<file path="src/design/utf8_pkg.sv">
`timescale 1ns / 1ps
// Shared types, status codes and helper functions for the UTF-8 stream decoder.
// Used by the decode step, the pipeline stages and the top level; no dependencies.
package utf8_pkg;

  // Result status codes.
  typedef enum logic [2:0] {
    ST_OK        = 3'd0,
    ST_BAD_LEAD  = 3'd1,
    ST_BAD_CONT  = 3'd2,
    ST_OVERLONG  = 3'd3,
    ST_SURROGATE = 3'd4,
    ST_RANGE     = 3'd5,
    ST_TRUNC     = 3'd6
  } status_e;

  localparam logic [20:0] MAX_SCALAR     = 21'h10FFFF;
  localparam logic [20:0] SURROGATE_LO   = 21'h00D800;
  localparam logic [20:0] SURROGATE_HI   = 21'h00DFFF;
  localparam logic [20:0] MIN_TWO_BYTE   = 21'h000080;
  localparam logic [20:0] MIN_THREE_BYTE = 21'h000800;
  localparam logic [20:0] MIN_FOUR_BYTE  = 21'h010000;

  // One byte of the input string.
  typedef struct packed {
    logic [7:0] in_byte;
    logic       last_byte;
  } in_item_t;

  // One result request.
  typedef struct packed {
    logic [20:0] code_point;
    logic [2:0]  byte_count;
    status_e     status;
    logic        string_end;
    logic        string_ok;
  } out_item_t;

  // Decoder state carried from byte to byte.
  typedef struct packed {
    logic [1:0]  bytes_left;
    logic [2:0]  sequence_size;
    logic [20:0] partial_value;
    logic        error_seen;
  } dec_state_t;

  // Handshake status between the pipeline stages.
  typedef struct packed {
    logic take;   // the input register hands its byte to the decode step
    logic load;   // the result register captures a new result
  } stage_ctrl_t;

  // Sequence length announced by a lead byte; zero for a byte that cannot lead.
  function automatic logic [2:0] lead_len(logic [7:0] b);
    logic [2:0] n;
    n = 3'd0;
    if (!b[7]) begin
      n = 3'd1;
    end else if (b[7:5] == 3'b110) begin
      n = 3'd2;
    end else if (b[7:4] == 4'b1110) begin
      n = 3'd3;
    end else if (b[7:3] == 5'b11110) begin
      n = 3'd4;
    end
    return n;
  endfunction

  // Smallest scalar value that a sequence of the given length may carry.
  function automatic logic [20:0] min_value(logic [2:0] size);
    logic [20:0] v;
    case (size)
      3'd2: v = MIN_TWO_BYTE;
      3'd3: v = MIN_THREE_BYTE;
      3'd4: v = MIN_FOUR_BYTE;
      default: v = '0;
    endcase
    return v;
  endfunction

endpackage

</file>
<file path="src/design/utf8_in_if.sv">
`timescale 1ns / 1ps
// Valid/ready channel that carries the input bytes of the string.
// Stand-alone; no package dependency.
interface utf8_in_if;
  logic       valid;
  logic       ready;
  logic [7:0] in_byte;
  logic       last_byte;

  modport source (output valid, output in_byte, output last_byte, input ready);
  modport sink   (input valid, input in_byte, input last_byte, output ready);
endinterface

</file>
<file path="src/design/utf8_out_if.sv">
`timescale 1ns / 1ps
// Valid/ready channel that carries the decoded results.
// Stand-alone; no package dependency.
interface utf8_out_if;
  logic        valid;
  logic        ready;
  logic [20:0] code_point;
  logic [2:0]  byte_count;
  logic [2:0]  status;
  logic        string_end;
  logic        string_ok;

  modport source (output valid, output code_point, output byte_count, output status,
                  output string_end, output string_ok, input ready);
  modport sink   (input valid, input code_point, input byte_count, input status,
                  input string_end, input string_ok, output ready);
endinterface

</file>
<file path="src/design/utf8_in_stage.sv">
`timescale 1ns / 1ps
// Input register of the decoder: holds one accepted byte until the decode step takes it.
// Depends on utf8_pkg.
module utf8_in_stage
  import utf8_pkg::*;
(
  input  logic        clk_i,
  input  logic        rst_ni,
  input  logic        in_valid_i,
  output logic        in_ready_o,
  input  in_item_t    in_item_i,
  input  stage_ctrl_t ctrl_i,
  output logic        valid_o,
  output in_item_t    item_o
);

  logic     valid_q, valid_d;
  in_item_t item_q;
  logic     accept;

  // A new byte may enter when the register is empty or is being emptied now.
  assign in_ready_o = !valid_q || ctrl_i.take;
  assign accept     = in_valid_i && in_ready_o;

  always_comb begin
    valid_d = valid_q;
    if (accept) begin
      valid_d = 1'b1;
    end else if (ctrl_i.take) begin
      valid_d = 1'b0;
    end
  end

  always_ff @(posedge clk_i or negedge rst_ni) begin
    if (!rst_ni) begin
      valid_q <= 1'b0;
    end else begin
      valid_q <= valid_d;
    end
  end

  // Payload register needs no reset.
  always_ff @(posedge clk_i) begin
    if (accept) begin
      item_q <= in_item_i;
    end
  end

  assign valid_o = valid_q;
  assign item_o  = item_q;

endmodule

</file>
<file path="src/design/utf8_step.sv">
`timescale 1ns / 1ps
// Decode step: from the current state and one byte, the next state and an optional result.
// Depends on utf8_pkg.
module utf8_step
  import utf8_pkg::*;
(
  input  dec_state_t state_i,
  input  in_item_t   item_i,
  output dec_state_t state_o,
  output logic       emit_o,
  output out_item_t  result_o
);

  always_comb begin
    logic [2:0]  n;
    logic [20:0] pv;
    logic [1:0]  bl_new;
    logic        do_finish;
    logic [20:0] fin_cp;
    logic [2:0]  fin_sz;
    logic        do_fail;
    status_e     fail_st;
    logic        last;

    last      = item_i.last_byte;
    n         = lead_len(item_i.in_byte);
    pv        = {state_i.partial_value[14:0], item_i.in_byte[5:0]};
    bl_new    = state_i.bytes_left - 2'd1;
    do_finish = 1'b0;
    fin_cp    = '0;
    fin_sz    = '0;
    do_fail   = 1'b0;
    fail_st   = ST_OK;
    state_o   = state_i;
    emit_o    = 1'b0;
    result_o  = '0;
    result_o.status = ST_OK;

    if (state_i.error_seen) begin
      // Skip bytes after an error; the last byte closes the string as invalid.
      if (last) begin
        emit_o              = 1'b1;
        result_o.string_end = 1'b1;
        state_o             = '0;
      end
    end else if (state_i.bytes_left == 2'd0) begin
      // Expecting a lead byte.
      if (n == 3'd0) begin
        do_fail = 1'b1;
        fail_st = ST_BAD_LEAD;
      end else if (n == 3'd1) begin
        do_finish = 1'b1;
        fin_cp    = {13'd0, item_i.in_byte};
        fin_sz    = 3'd1;
      end else if (last) begin
        do_fail = 1'b1;
        fail_st = ST_TRUNC;
      end else begin
        case (n)
          3'd2:    state_o.partial_value = {16'd0, item_i.in_byte[4:0]};
          3'd3:    state_o.partial_value = {17'd0, item_i.in_byte[3:0]};
          default: state_o.partial_value = {18'd0, item_i.in_byte[2:0]};
        endcase
        state_o.sequence_size = n;
        state_o.bytes_left    = 2'(n - 3'd1);
      end
    end else begin
      // Expecting a continuation byte.
      if (item_i.in_byte[7:6] != 2'b10) begin
        do_fail = 1'b1;
        fail_st = ST_BAD_CONT;
      end else if (bl_new == 2'd0) begin
        do_finish = 1'b1;
        fin_cp    = pv;
        fin_sz    = state_i.sequence_size;
      end else if (last) begin
        do_fail = 1'b1;
        fail_st = ST_TRUNC;
      end else begin
        state_o.partial_value = pv;
        state_o.bytes_left    = bl_new;
      end
    end

    // Range checks on a completed sequence: overlong, surrogate, above range.
    if (do_finish) begin
      if (fin_cp < min_value(fin_sz)) begin
        do_fail = 1'b1;
        fail_st = ST_OVERLONG;
      end else if (fin_cp >= SURROGATE_LO && fin_cp <= SURROGATE_HI) begin
        do_fail = 1'b1;
        fail_st = ST_SURROGATE;
      end else if (fin_cp > MAX_SCALAR) begin
        do_fail = 1'b1;
        fail_st = ST_RANGE;
      end else begin
        emit_o              = 1'b1;
        result_o.code_point = fin_cp;
        result_o.byte_count = fin_sz;
        result_o.string_end = last;
        result_o.string_ok  = last;
        state_o             = '0;
      end
    end

    // Error report; within a string the error is remembered until its end.
    if (do_fail) begin
      emit_o               = 1'b1;
      result_o             = '0;
      result_o.status      = fail_st;
      result_o.string_end  = last;
      state_o              = '0;
      state_o.error_seen   = !last;
    end
  end

endmodule

</file>
<file path="src/design/utf8_out_stage.sv">
`timescale 1ns / 1ps
// Result register of the decoder: holds one result request until the sink takes it.
// Depends on utf8_pkg.
module utf8_out_stage
  import utf8_pkg::*;
(
  input  logic        clk_i,
  input  logic        rst_ni,
  input  stage_ctrl_t ctrl_i,
  input  out_item_t   result_i,
  output logic        free_o,
  output logic        out_valid_o,
  input  logic        out_ready_i,
  output out_item_t   result_o
);

  logic      valid_q, valid_d;
  out_item_t result_q;

  // The register can take a result when empty or when its content leaves now.
  assign free_o = !valid_q || out_ready_i;

  always_comb begin
    valid_d = valid_q;
    if (ctrl_i.load) begin
      valid_d = 1'b1;
    end else if (out_ready_i) begin
      valid_d = 1'b0;
    end
  end

  always_ff @(posedge clk_i or negedge rst_ni) begin
    if (!rst_ni) begin
      valid_q <= 1'b0;
    end else begin
      valid_q <= valid_d;
    end
  end

  // Payload register needs no reset.
  always_ff @(posedge clk_i) begin
    if (ctrl_i.load) begin
      result_q <= result_i;
    end
  end

  assign out_valid_o = valid_q;
  assign result_o    = result_q;

endmodule

</file>
<file path="src/design/utf8_stream_decoder_validator.sv">
`timescale 1ns / 1ps
// Top level of the streaming UTF-8 decoder and validator.
// Depends on utf8_pkg, utf8_in_if, utf8_out_if, utf8_in_stage, utf8_step, utf8_out_stage.

// The block takes one byte of a UTF-8 string per request on in_i, with last_byte set on the
// final byte, and returns on out_o one result for each completed code point, each error found,
// and the string end. It accepts one byte every clock cycle as long as out_o is not stalled;
// a byte passes an input register, combinational decode logic that also updates the sequence
// state, and a result register, which offers the result on out_o until the sink takes it.
// The sequence state is updated in the same cycle as the decode, which is what lets the next
// byte follow straight away. Status codes: 0 ok, 1 bad lead, 2 bad continuation, 3 overlong,
// 4 surrogate, 5 above U+10FFFF, 6 truncated. After an error, bytes are dropped until the last
// byte, which closes the string with string_ok low. A string may not be empty.
module utf8_stream_decoder_validator
  import utf8_pkg::*;
(
  input  logic       clk_i,
  input  logic       rst_ni,
  utf8_in_if.sink    in_i,
  utf8_out_if.source out_o
);

  in_item_t    in_item;
  in_item_t    cur_item;
  logic        cur_valid;
  logic        out_free;
  stage_ctrl_t ctrl;
  dec_state_t  state_q, state_d;
  logic        emit;
  out_item_t   step_result;
  out_item_t   out_item;

  assign in_item.in_byte   = in_i.in_byte;
  assign in_item.last_byte = in_i.last_byte;

  // Input register.
  utf8_in_stage u_in_stage (
    .clk_i      (clk_i),
    .rst_ni     (rst_ni),
    .in_valid_i (in_i.valid),
    .in_ready_o (in_i.ready),
    .in_item_i  (in_item),
    .ctrl_i     (ctrl),
    .valid_o    (cur_valid),
    .item_o     (cur_item)
  );

  // Decode logic.
  utf8_step u_step (
    .state_i  (state_q),
    .item_i   (cur_item),
    .state_o  (state_d),
    .emit_o   (emit),
    .result_o (step_result)
  );

  // A byte is decoded only when its possible result has somewhere to go.
  assign ctrl.take = cur_valid && out_free;
  assign ctrl.load = ctrl.take && emit;

  // Sequence state advances once per decoded byte.
  always_ff @(posedge clk_i or negedge rst_ni) begin
    if (!rst_ni) begin
      state_q <= '0;
    end else if (ctrl.take) begin
      state_q <= state_d;
    end
  end

  // Result register.
  utf8_out_stage u_out_stage (
    .clk_i       (clk_i),
    .rst_ni      (rst_ni),
    .ctrl_i      (ctrl),
    .result_i    (step_result),
    .free_o      (out_free),
    .out_valid_o (out_o.valid),
    .out_ready_i (out_o.ready),
    .result_o    (out_item)
  );

  assign out_o.code_point = out_item.code_point;
  assign out_o.byte_count = out_item.byte_count;
  assign out_o.status     = out_item.status;
  assign out_o.string_end = out_item.string_end;
  assign out_o.string_ok  = out_item.string_ok;

`ifndef SYNTHESIS
  // The string end always returns the decoder to its idle state.
  a_end_clears_state: assert property (@(posedge clk_i) disable iff (!rst_ni)
    ctrl.take && cur_item.last_byte |=> state_q == '0)
    else $error("state not cleared after the last byte");

  // While an error is pending no sequence is open.
  a_error_no_sequence: assert property (@(posedge clk_i) disable iff (!rst_ni)
    state_q.error_seen |-> state_q.bytes_left == 2'd0 && state_q.partial_value == '0)
    else $error("open sequence while an error is pending");

  // A decoded code point is only ever reported with an ok status.
  a_count_means_ok: assert property (@(posedge clk_i) disable iff (!rst_ni)
    out_o.valid && out_o.byte_count != 3'd0 |-> out_o.status == ST_OK)
    else $error("code point reported with an error status");

  // A valid string verdict only comes with the string end and no error.
  a_ok_at_end: assert property (@(posedge clk_i) disable iff (!rst_ni)
    out_o.valid && out_o.string_ok |-> out_o.string_end && out_o.status == ST_OK)
    else $error("string_ok without a clean string end");
`endif

endmodule
</file>
<file path="src/flat_wrapper.sv">
// flat-port wrapper written by rule: the top's interface ports become plain ports
module utf8_stream_decoder_validator_flat import utf8_pkg::*;
  (clk_i, rst_ni, in_i_valid, in_i_in_byte, in_i_last_byte, in_i_ready, out_o_valid, out_o_code_point, out_o_byte_count, out_o_status, out_o_string_end, out_o_string_ok, out_o_ready);
  utf8_in_if in_i_i ();
  utf8_out_if out_o_i ();
  input  logic clk_i;
  input  logic rst_ni;
  input wire logic [$bits(in_i_i.valid)-1:0] in_i_valid;
  input wire logic [$bits(in_i_i.in_byte)-1:0] in_i_in_byte;
  input wire logic [$bits(in_i_i.last_byte)-1:0] in_i_last_byte;
  output wire logic [$bits(in_i_i.ready)-1:0] in_i_ready;
  output wire logic [$bits(out_o_i.valid)-1:0] out_o_valid;
  output wire logic [$bits(out_o_i.code_point)-1:0] out_o_code_point;
  output wire logic [$bits(out_o_i.byte_count)-1:0] out_o_byte_count;
  output wire logic [$bits(out_o_i.status)-1:0] out_o_status;
  output wire logic [$bits(out_o_i.string_end)-1:0] out_o_string_end;
  output wire logic [$bits(out_o_i.string_ok)-1:0] out_o_string_ok;
  input wire logic [$bits(out_o_i.ready)-1:0] out_o_ready;
  assign in_i_i.valid = in_i_valid;
  assign in_i_i.in_byte = in_i_in_byte;
  assign in_i_i.last_byte = in_i_last_byte;
  assign in_i_ready = in_i_i.ready;
  assign out_o_valid = out_o_i.valid;
  assign out_o_code_point = out_o_i.code_point;
  assign out_o_byte_count = out_o_i.byte_count;
  assign out_o_status = out_o_i.status;
  assign out_o_string_end = out_o_i.string_end;
  assign out_o_string_ok = out_o_i.string_ok;
  assign out_o_i.ready = out_o_ready;
  utf8_stream_decoder_validator u_core (.clk_i(clk_i), .rst_ni(rst_ni), .in_i(in_i_i), .out_o(out_o_i));
endmodule
</file>
<file path="config.mk">
export PLATFORM = sky130hd
export DESIGN_NAME = utf8_stream_decoder_validator_flat
export DESIGN_NICKNAME = d
export VERILOG_FILES = /design/src/design/utf8_pkg.sv /design/src/design/utf8_in_if.sv /design/src/design/utf8_out_if.sv /design/src/design/utf8_in_stage.sv /design/src/design/utf8_step.sv /design/src/design/utf8_out_stage.sv /design/src/design/utf8_stream_decoder_validator.sv /design/src/flat_wrapper.sv
export SDC_FILE = /design/constraint.sdc
export NUM_CORES = 1
export LEC_CHECK = 0
export ABC_AREA = 1
export BUFFER_PORTS_ARGS = -buffer_cell sky130_fd_sc_hd__buf_2
export CORE_UTILIZATION = 45
export DETAILED_ROUTE_END_ITERATION = 8
export HOLD_SLACK_MARGIN = 0.08
export PLACE_DENSITY = 0.63
export REMOVE_ABC_BUFFERS = 1
export SLEW_MARGIN = 10
export SYNTH_ARGS = -nofsm -noshare
export SYNTH_HDL_FRONTEND = slang
export SYNTH_SLANG_ARGS = --single-unit
</file>
<file path="constraint.sdc">
create_clock -name clk_i -period 3.5 [get_ports clk_i]
set_input_delay 0 -clock clk_i [delete_from_list [all_inputs] [get_ports clk_i]]
set_output_delay 0 -clock clk_i [all_outputs]
set_load 0.02 [all_outputs]
</file>
# --- Yosys cells after proc, flatten, opt, wreduce, memory -nomap -nowiden ---
# Index checks and enable logic that the tools add are counted.
classes:
  addsub: 2
  n_lt_le_gt_ge: 4
  n_eq_ne: 10
  mux: 82
  n_bitwise: 1
  reduce_logical: 15
op_table:
  columns: ["cell", "n"]
  rows:
  - ["2-to-1 mux 21 bit", 9]
  - ["2-to-1 mux 27 bit", 6]
  - ["2-to-1 mux 26 bit", 4]
  - ["2-to-1 mux 3 bit", 20]
  - ["one-hot mux 17 bit (3 select lines)", 1]
  - ["2-to-1 mux 1 bit", 30]
  - [">= comparator 21 x 16 -> 1 bit (second input constant)", 1]
  - ["greater-than comparator 21 bit (second input constant)", 1]
  - ["<= comparator 21 x 16 -> 1 bit (second input constant)", 1]
  - ["less-than comparator 21 bit", 1]
  - ["2-to-1 mux 2 bit", 9]
  - ["2-to-1 mux 8 bit", 2]
  - ["== test 3 x 2 -> 1 bit (second input constant)", 4]
  - ["one-hot mux 5 bit (2 select lines)", 1]
  - ["== test 3 bit (second input constant)", 2]
  - ["== test 5 bit (second input constant)", 1]
  - ["OR reduction 5 bit", 1]
  - ["== test 4 bit (second input constant)", 1]
  - ["logical AND 1 bit", 4]
  - ["logical NOT 2 bit", 2]
  - ["nonzero test 2 bit", 2]
  - ["subtractor 2 x 1 -> 2 bit (second input constant)", 2]
  - ["== test 3 x 1 -> 1 bit (second input constant)", 1]
  - ["logical NOT 1 bit", 3]
  - ["4 further kinds", 5]
word_totals:
  ff_bits: 67
  inputBits: 13
  out_inout_bits: 31
  word_cells: 127

# --- Longest topological paths before layout ---
# Gate-level depths: netlist (run 1).
logic_depth:
  ltp_word: 19
  ltp_mapped: 19
  ltp_nobuf: 19

# --- Cells and area by module ---
# A second synthesis (run 1) with hierarchy kept.
hier_totals:
  hier_cells: 498
  area_unflattened_um2: 3898.7
modules_own_cells:
  columns: ["module", "n_inst", "cells_each", "area_each_um2", "seq_area_each_um2"]
  rows:
  - ["utf8_step", 1, 328, 1574.0, 0.0]
  - ["utf8_stream_decoder_validator", 1, 121, 1093.5, 675.6]
  - ["utf8_out_stage", 1, 34, 915.9, 895.9]
  - ["utf8_in_stage", 1, 15, 315.3, 295.3]

# --- Least setup slack after synthesis (run 1) ---
# Ideal clock, no wire load.
synth_path:
  kind: "register to register"
  from: "reg u_core.state_q[26] (netlist name)"
  to: "reg u_core.u_out_stage.result_q, in the netlist u_core.u_out_stage.result_o[0] (enable)"
  t_arrival_ns: 2.703
  t_required_ns: 3.116
  slack_ns: 0.413
  path_stages_with_launch: 17
  n_path_buf: 0
  period_less_slack_ns: 3.087
  path_cell_list: "dfrtp_1 > inv_1 > ha_1 > inv_2 > nor2_4 > nand2_4 > a21oi_1 > nand3_1 > ha_1 > nand2_1 > nand2_1 > nand2_1 > nand2_2 > nand2_1 > nand4_1 > nand2_1 > inv_1"
synth_rtl:
  columns: ["item", "line", "text"]
  rows:
  - ["from (decl)", "utf8_stream_decoder_validator.sv:28", "dec_state_t state_q, state_d;"]
  - ["from (signal assigned)", "utf8_stream_decoder_validator.sv:66", "state_q <= state_d;"]
  - ["to (signal assigned)", "utf8_out_stage.sv:43", "result_q <= result_i;"]
  - ["to (decl)", "utf8_out_stage.sv:18", "out_item_t result_q;"]

==> impl_metrics.py, run 1 <==
metrics = {
    "yosys": {
        "synth.top_cell.area_share": 0.345,
        "synth_commonest_cells": "nand2_1 (65), nor2_1 (49), inv_1 (48)",
        "syn_inst": 370,
        "avgSynthCellArea_um2": 8.94,
        "ys_ff_latch": 61,
        "synth_ff_type": "edfxtp_1",
        "synth_cell_types": 33,
        "synth_largest_area_cell": "edfxtp_1",
        "yosysMostFrequentCell": "nand2_1",
        "seq_area_frac_synth": 0.519,
        "synthTopCellsByArea": "edfxtp_1 (35%), dfrtp_1 (17%), nand2_1 (7.4%)",
        "synth_area_mm2": 0.00331,
        "ys_async_sr_fraction": 0.377,
        "synth_edf_count": 38,
        "yosys_warnings": 0,
    },
    "run_status": {
        "status": "finished, final reports clean",
    },
    "hold_path": {
        "hold_class": "input pin to asynchronous set/reset pin",
    },
    "place": {
        "place_congestion": 0.901,
        "placed_area_mm2": 0.00360,
        "io_buffers": 43,
        "dp_hpwl_mm": 5.97,
        "dp.cells": 501,
    },
    "global_routing": {
        "grt_pass1_wl_mm": 13.2,
        "grt_pass1_vias": 2627,
        "antenna_found_initial": 0,
        "grt_overflow": 0,
        "gr-usage-all-layers": 0.235,
        "grt_max_degree": 30,
    },
    "timing": {
        "period_needed_ns": 3.04,
        "clock_skew_ns": 0.0128,
        "slew_violations": 0,
        "setup_tns_ns": 0,
        "period_share": 0.868,
        "hold_viol_final": 0,
        "tightest_slew_ns": 0.535,
        "rsz0062_at_grt": "no",
        "max_freq_mhz": 329,
        "slew_headroom": 0.644,
        "setup_viol": 0,
        "hold_slack_ns": 0.161,
    },
    "clock_network": {
        "cts_max_path_buffers": 2,
        "numCtsBuffers": 9,
        "tritoncts": "done",
        "cts_root_buf": "clkbuf_8",
        "cts.clk_slew.worst_paths_ns": 0.07,
        "cts_sinks": 61,
        "post_cts_buffers": 0,
        "htree_levels": 3,
        "worst_skew_pair.late_latency_ns": 0.35,
    },
    "die": {
        "dieArea_mm2": 0.00770,
        "start_util": 0.476,
        "num_rows": 30,
        "io_pins": 44,
        "core_area_mm2": 0.00694,
        "die-width_um": 87.7,
        "die_y_um": 87.7,
    },
    "finish": {
        "num-fill-cells": 650,
        "design_area_mm2": 0.00391,
        "fin_nets": 452,
        "antennaDiodeCount": 0,
        "final_layout_size_suffix_gt1_frac": 0.177,
        "instances_no_fill": 531,
        "syn_to_final_growth_pct": 18.2,
    },
    "detailed_routing": {
        "vias": 2822,
        "detail-route-antenna-nets": 0,
        "wl_per_cell_um": 15.2,
        "finalWirelength_mm": 8.06,
        "firstDrtPassIters": 5,
        "drt_iter0_drc": 186,
        "viasPerCell": 5.31,
        "drc": 0,
    },
    "critical_path": {
        "cp-end-kind": "flop",
        "critPathMaxFanout": 29,
        "slowest_delay_ns": 0.41,
        "path_cells": "inv_1, ha_1, inv_2, nor2_4, nand2_4, a21oi_1, nand3_1, ha_1, inv_1, nand2_1, nor2_1, nand2_1, nand2_1, nand2_2, nand2_1, nand4_1, nand2_1, inv_1, buf_12",
        "cpMostUsedCell": "nand2_1",
        "r2r-start": "u_core.state_q[26]",
        "ff2ff_path_depth": 19,
        "crit_type": "flop to flop",
        "critPathArrivalTime_ns": 3.13,
        "cp-start-kind": "flop",
        "cp.required_ns": 3.59,
        "crit_start": "u_core.state_q[26]",
        "critPathSlowestCell": "a21oi_1",
    },
    "power": {
        "powerDensity_mw_per_mm2": 714,
        "leakagePower_nw": 1.68,
        "peakVddDrop_v": 0.000403,
    },
    "job": {
        "maxCapViolCount": 0,
    },
}
cells by family (layout without fill, tap and decap cells):
kind of cell    after synthesis  in the layout  synth area share
simple gates                157            157             0.217
compound gates               79             79             0.144
buf+inv                      64            129            0.0859
flops                        61             61             0.519
fa+ha+maj                     9              9            0.0341
flip-flops by register name (all words and copies together) (netlist names):
| signal | count |
|---|---|
| u_core.u_in_stage.valid_o | 1 |
| u_core.state_q | 21 |
| u_core.u_out_stage.out_valid_o | 1 |
| u_core.u_out_stage.result_o | 29 |
| u_core.u_in_stage.item_o | 9 |
metal layers:
layer	track usage	vias to the layer above	routed length (um)
li1	-	1388	-
met3	0.0339	24	400
met4	0.125	0	246
met1	0.341	1297	3930
met2	0.340	113	3480
met5	0	-	0
path summary, 6_finish.rpt:
kind / to / slack [ns]
setup / recovery: u_core.u_out_stage.result_o[8] / 0.46
hold / removal: u_core.u_out_stage.out_valid_o / 0.16
setup reg to reg: u_core.u_out_stage.result_o[8] / 0.46
hold reg to reg: u_core.state_q[10] / 0.57
max in group asynchronous: u_core.state_q[26] / 2.98
min in group clk_i: u_core.u_in_stage.item_o[1] / 0.36
layout make-up:
class | count | area [um2] | area share
multi-input cells | 245 | 1310 | 0.334
inverters | 52 | 195 | 0.0499
flip-flops and latches | 61 | 1720 | 0.439
well taps | 96 | 120 | 0.0307
repair buffers | 61 | 398 | 0.102
clock inverters | 2 | 10.0 | 0.00256
clock buffers | 14 | 163 | 0.0416
worst max-delay path, delay by kind of cell, from the launching register on:
kind / cells / cell delay, ns
AOI/OAI and AO/OA: 1 / 0.41
and+or+nand+nor: 11 / 0.98
DFF: 1 / 0.39
buffers and inverters: 5 / 0.50
adders and majority gates: 2 / 0.49
stage by stage:
stage	utilization	total power, mW	setup slack [ns]
after floorplan	-	1.84	0.381
after global placement	0.518	2.22	0.642
after detailed placement	0.518	2.22	0.538
after CTS	0.563	2.80	0.515
after global routing	0.563	2.96	0.230
final	0.563	2.79	0.463
placed cells by master (no fill, tap or decap), drive strengths merged, types with 3 or more instances in the layout:
master | synthesis | layout
inv | 51 | 51
nand2 | 69 | 69
clkinv | 1 | 3
o32ai | 3 | 3
nor3 | 8 | 8
o21ai | 24 | 24
a31oi | 3 | 3
a21oi | 16 | 16
nor2 | 58 | 58
nand3 | 17 | 17
buf | 5 | 47
o22ai | 15 | 15
edfxtp | 38 | 38
a22oi | 9 | 9
dfrtp | 23 | 23
ha | 9 | 9
dlygate4sd3 | 0 | 14
nand4 | 3 | 3
clkbuf | 7 | 14
o211ai | 6 | 6
power by group:
group	internal (mW)	switching (mW)	total [mW]
clock network	0.294	0.271	0.565
registers	0.985	0.0908	1.08
logic	0.339	0.813	1.15
repair_timing:
item / 4_1_cts / 5_1_grt
gates resized for setup: 0 / 0
hold endpoints to repair: 34 / 0
hold buffers: 14 / 0
Note: power is estimated with default switching activity, not from simulation.
==> run 2, diff against run 1 <==
--- a/config.mk
+++ b/config.mk
@@ -10,9 +10,10 @@
 export CORE_UTILIZATION = 45
 export DETAILED_ROUTE_END_ITERATION = 8
 export HOLD_SLACK_MARGIN = 0.08
-export PLACE_DENSITY = 0.63
+export PLACE_DENSITY = 0.62
 export REMOVE_ABC_BUFFERS = 1
 export SLEW_MARGIN = 10
 export SYNTH_ARGS = -nofsm -noshare
 export SYNTH_HDL_FRONTEND = slang
+export SYNTH_HIERARCHICAL = 1
 export SYNTH_SLANG_ARGS = --single-unit
==> constraint.sdc (replaced) <==
create_clock -name clk_i -period 3.5 [get_ports clk_i]
set_input_delay 0.7 -clock clk_i [delete_from_list [all_inputs] [get_ports clk_i]]
set_output_delay 0.7 -clock clk_i [all_outputs]
set_load 0.02 [all_outputs]
==> impl_metrics.py, run 2 <==
metrics = {
    "run_status": {
        "status": "finished, final reports clean",
    },
    "finish": {
        "largest_register_ffs": 29,
        "num-fill-cells": 758,
        "antennaDiodeCount": 0,
        "final_layout_size_suffix_gt1_frac": 0.180,
        "final_common_cell": "nand2_1",
        "seq_area_mm2": 0.00172,
        "syn_to_final_growth_pct": 13.2,
        "fin_nets": 501,
        "multi_input_area_mm2": 0.00149,
        "layout_common_cells": "nand2_1 (108), nand3_1 (51), inv_1 (49), nor2_1 (49), buf_2 (43)",
    },
    "place": {
        "place_congestion": 0.943,
        "dp_hpwl_mm": 6.59,
        "io_buffers": 43,
        "pre_cts_slack_ns": 0.509,
    },
    "clock_network": {
        "ctsResizeCount": 0,
        "worst_skew_pair.late_latency_ns": 0.35,
        "cts_max_path_buffers": 2,
        "ctsHoldBuffers": 0,
        "cts.clk_slew.worst_paths_ns": 0.07,
        "tritoncts": "done",
        "cts_root_buf": "clkbuf_8",
        "cts_sinks": 61,
        "post_cts_buffers": 0,
        "numCtsBuffers": 9,
        "htree_levels": 3,
    },
    "die": {
        "io_pins": 44,
        "core_area_mm2": 0.00745,
        "die_y_um": 90.7,
        "start_util": 0.476,
        "num_rows": 31,
        "dieArea_mm2": 0.00823,
        "die-width_um": 90.7,
    },
    "critical_path": {
        "slowest_delay_ns": 0.42,
        "cp-end-kind": "flop",
        "critPathSlowestCell": "dfrtp_1",
        "cp-start-kind": "flop",
        "critPathMaxFanout": 12,
        "critPathArrivalTime_ns": 3.37,
        "path_cells": "inv_1, ha_1, inv_1, nand2_1, nor3_1, nand3_1, ha_1, nor3_1, nand2_2, nand2_1, nand3_1, nand2_1, nand3_1, nand2_1",
        "crit_type": "flop to flop",
        "cpMostUsedCell": "nand2_1",
        "cp.required_ns": 3.78,
    },
    "global_routing": {
        "grt_overflow": 0,
        "grt_max_degree": 31,
        "grt_pass1_vias": 3003,
        "antenna_found_initial": 0,
        "grt_pass1_wl_mm": 15.0,
        "gr-usage-all-layers": 0.237,
    },
    "yosys": {
        "syn_inst": 445,
        "avgSynthCellArea_um2": 7.96,
        "yosys_warnings": 6,
        "synth_area_mm2": 0.00354,
    },
    "timing": {
        "hold_slack_ns": 0.344,
        "setup_tns_ns": 0,
        "period_share": 0.883,
        "worst_slack_ns": 0.408,
        "hold_viol_final": 0,
        "rsz0062_at_grt": "no",
        "period_needed_ns": 3.09,
        "slew_headroom": 0.511,
        "slew_violations": 0,
        "clock_skew_ns": 0.00889,
        "tightest_slew_ns": 0.731,
        "max_freq_mhz": 323,
        "setup_viol": 0,
    },
    "detailed_routing": {
        "wl_per_cell_um": 15.9,
        "drc": 0,
        "firstDrtPassIters": 5,
        "finalWirelength_mm": 9.36,
        "viasPerCell": 5.43,
        "detail-route-antenna-nets": 0,
        "drt_iter0_drc": 239,
        "vias": 3189,
    },
    "power": {
        "leakagePower_nw": 1.88,
        "powerDensity_mw_per_mm2": 820,
        "peakVddDrop_v": 0.000347,
        "power_mw": 3.29,
    },
    "hold_path": {
        "hold_class": "input pin to asynchronous set/reset pin",
    },
    "job": {
        "maxCapViolCount": 0,
    },
}
run 2: cell types whose count changed in the layout (fill, tap and decap cells not counted), moves of 3 or more:
cell           change
o32ai_1            -3
buf_4              +4
dlygate4sd3_1     -14
nand2_2            +4
o21ai_0            -4
ha_1               -4
a21oi_1            +6
nand3_1           +35
o22ai_1           -13
nor2_2             +5
clkbuf_1           -3
nand2_1           +43
a22oi_1            -8
run 2: path summary, 6_finish.rpt:
path                                    startpoint  slack (ns)            endpoint  cells past startpoint
min in group clk_i              u_core/state_q[26]        0.50  u_core/state_q[26]                      2
max in group asynchronous                   rst_ni        2.77  u_core/state_q[24]                      1
worst min-delay path                        rst_ni        0.34   u_core/state_q[9]                      1
worst min register to register  u_core/state_q[26]        0.50  u_core/state_q[26]                      2
worst max-delay path            u_core/state_q[25]        0.41   u_core/state_q[0]                     14
worst max register to register  u_core/state_q[25]        0.41   u_core/state_q[0]                     14
run 2: metrics by stage:
stage	cell area (um2)	utilization	cells
after floorplan	3400	-	422
after global placement	3800	0.510	571
final	4010	0.538	587
after CTS	4010	0.538	587
after global routing	4010	0.538	587
after detailed placement	3800	0.510	571
run 2: critical path, delay by kind of cell (launching register included):
family	cells	cell delay, ns
AND/OR/NAND/NOR	10	1.66
adder cells (fa/ha/maj)	2	0.52
flip-flops	1	0.42
buffers and inverters	2	0.41
run 2: where the power goes:
group | total, mW | switching [mW] | internal (mW)
logic | 1.40 | 1.01 | 0.387
registers | 1.20 | 0.147 | 1.06
clock network | 0.686 | 0.289 | 0.397
total | 3.29 | 1.45 | 1.84
run 2: final cells by class:
cell class,count,share of cell area
clock buffer,9,0.0309
clock inverter,7,0.0225
inverter,53,0.0496
multi-input combinational,308,0.371
sequential,61,0.428
tap,99,0.0309
timing repair buffer,50,0.0668
run 2: per-layer routing:
layer | vias to the layer above | GRT usage | share of wire
met5 | - | 0 | 0
met4 | 0 | 0.0833 | 0.015
met3 | 13 | 0.0337 | 0.057
met2 | 121 | 0.385 | 0.47
met1 | 1504 | 0.324 | 0.46
li1 | 1551 | - | -
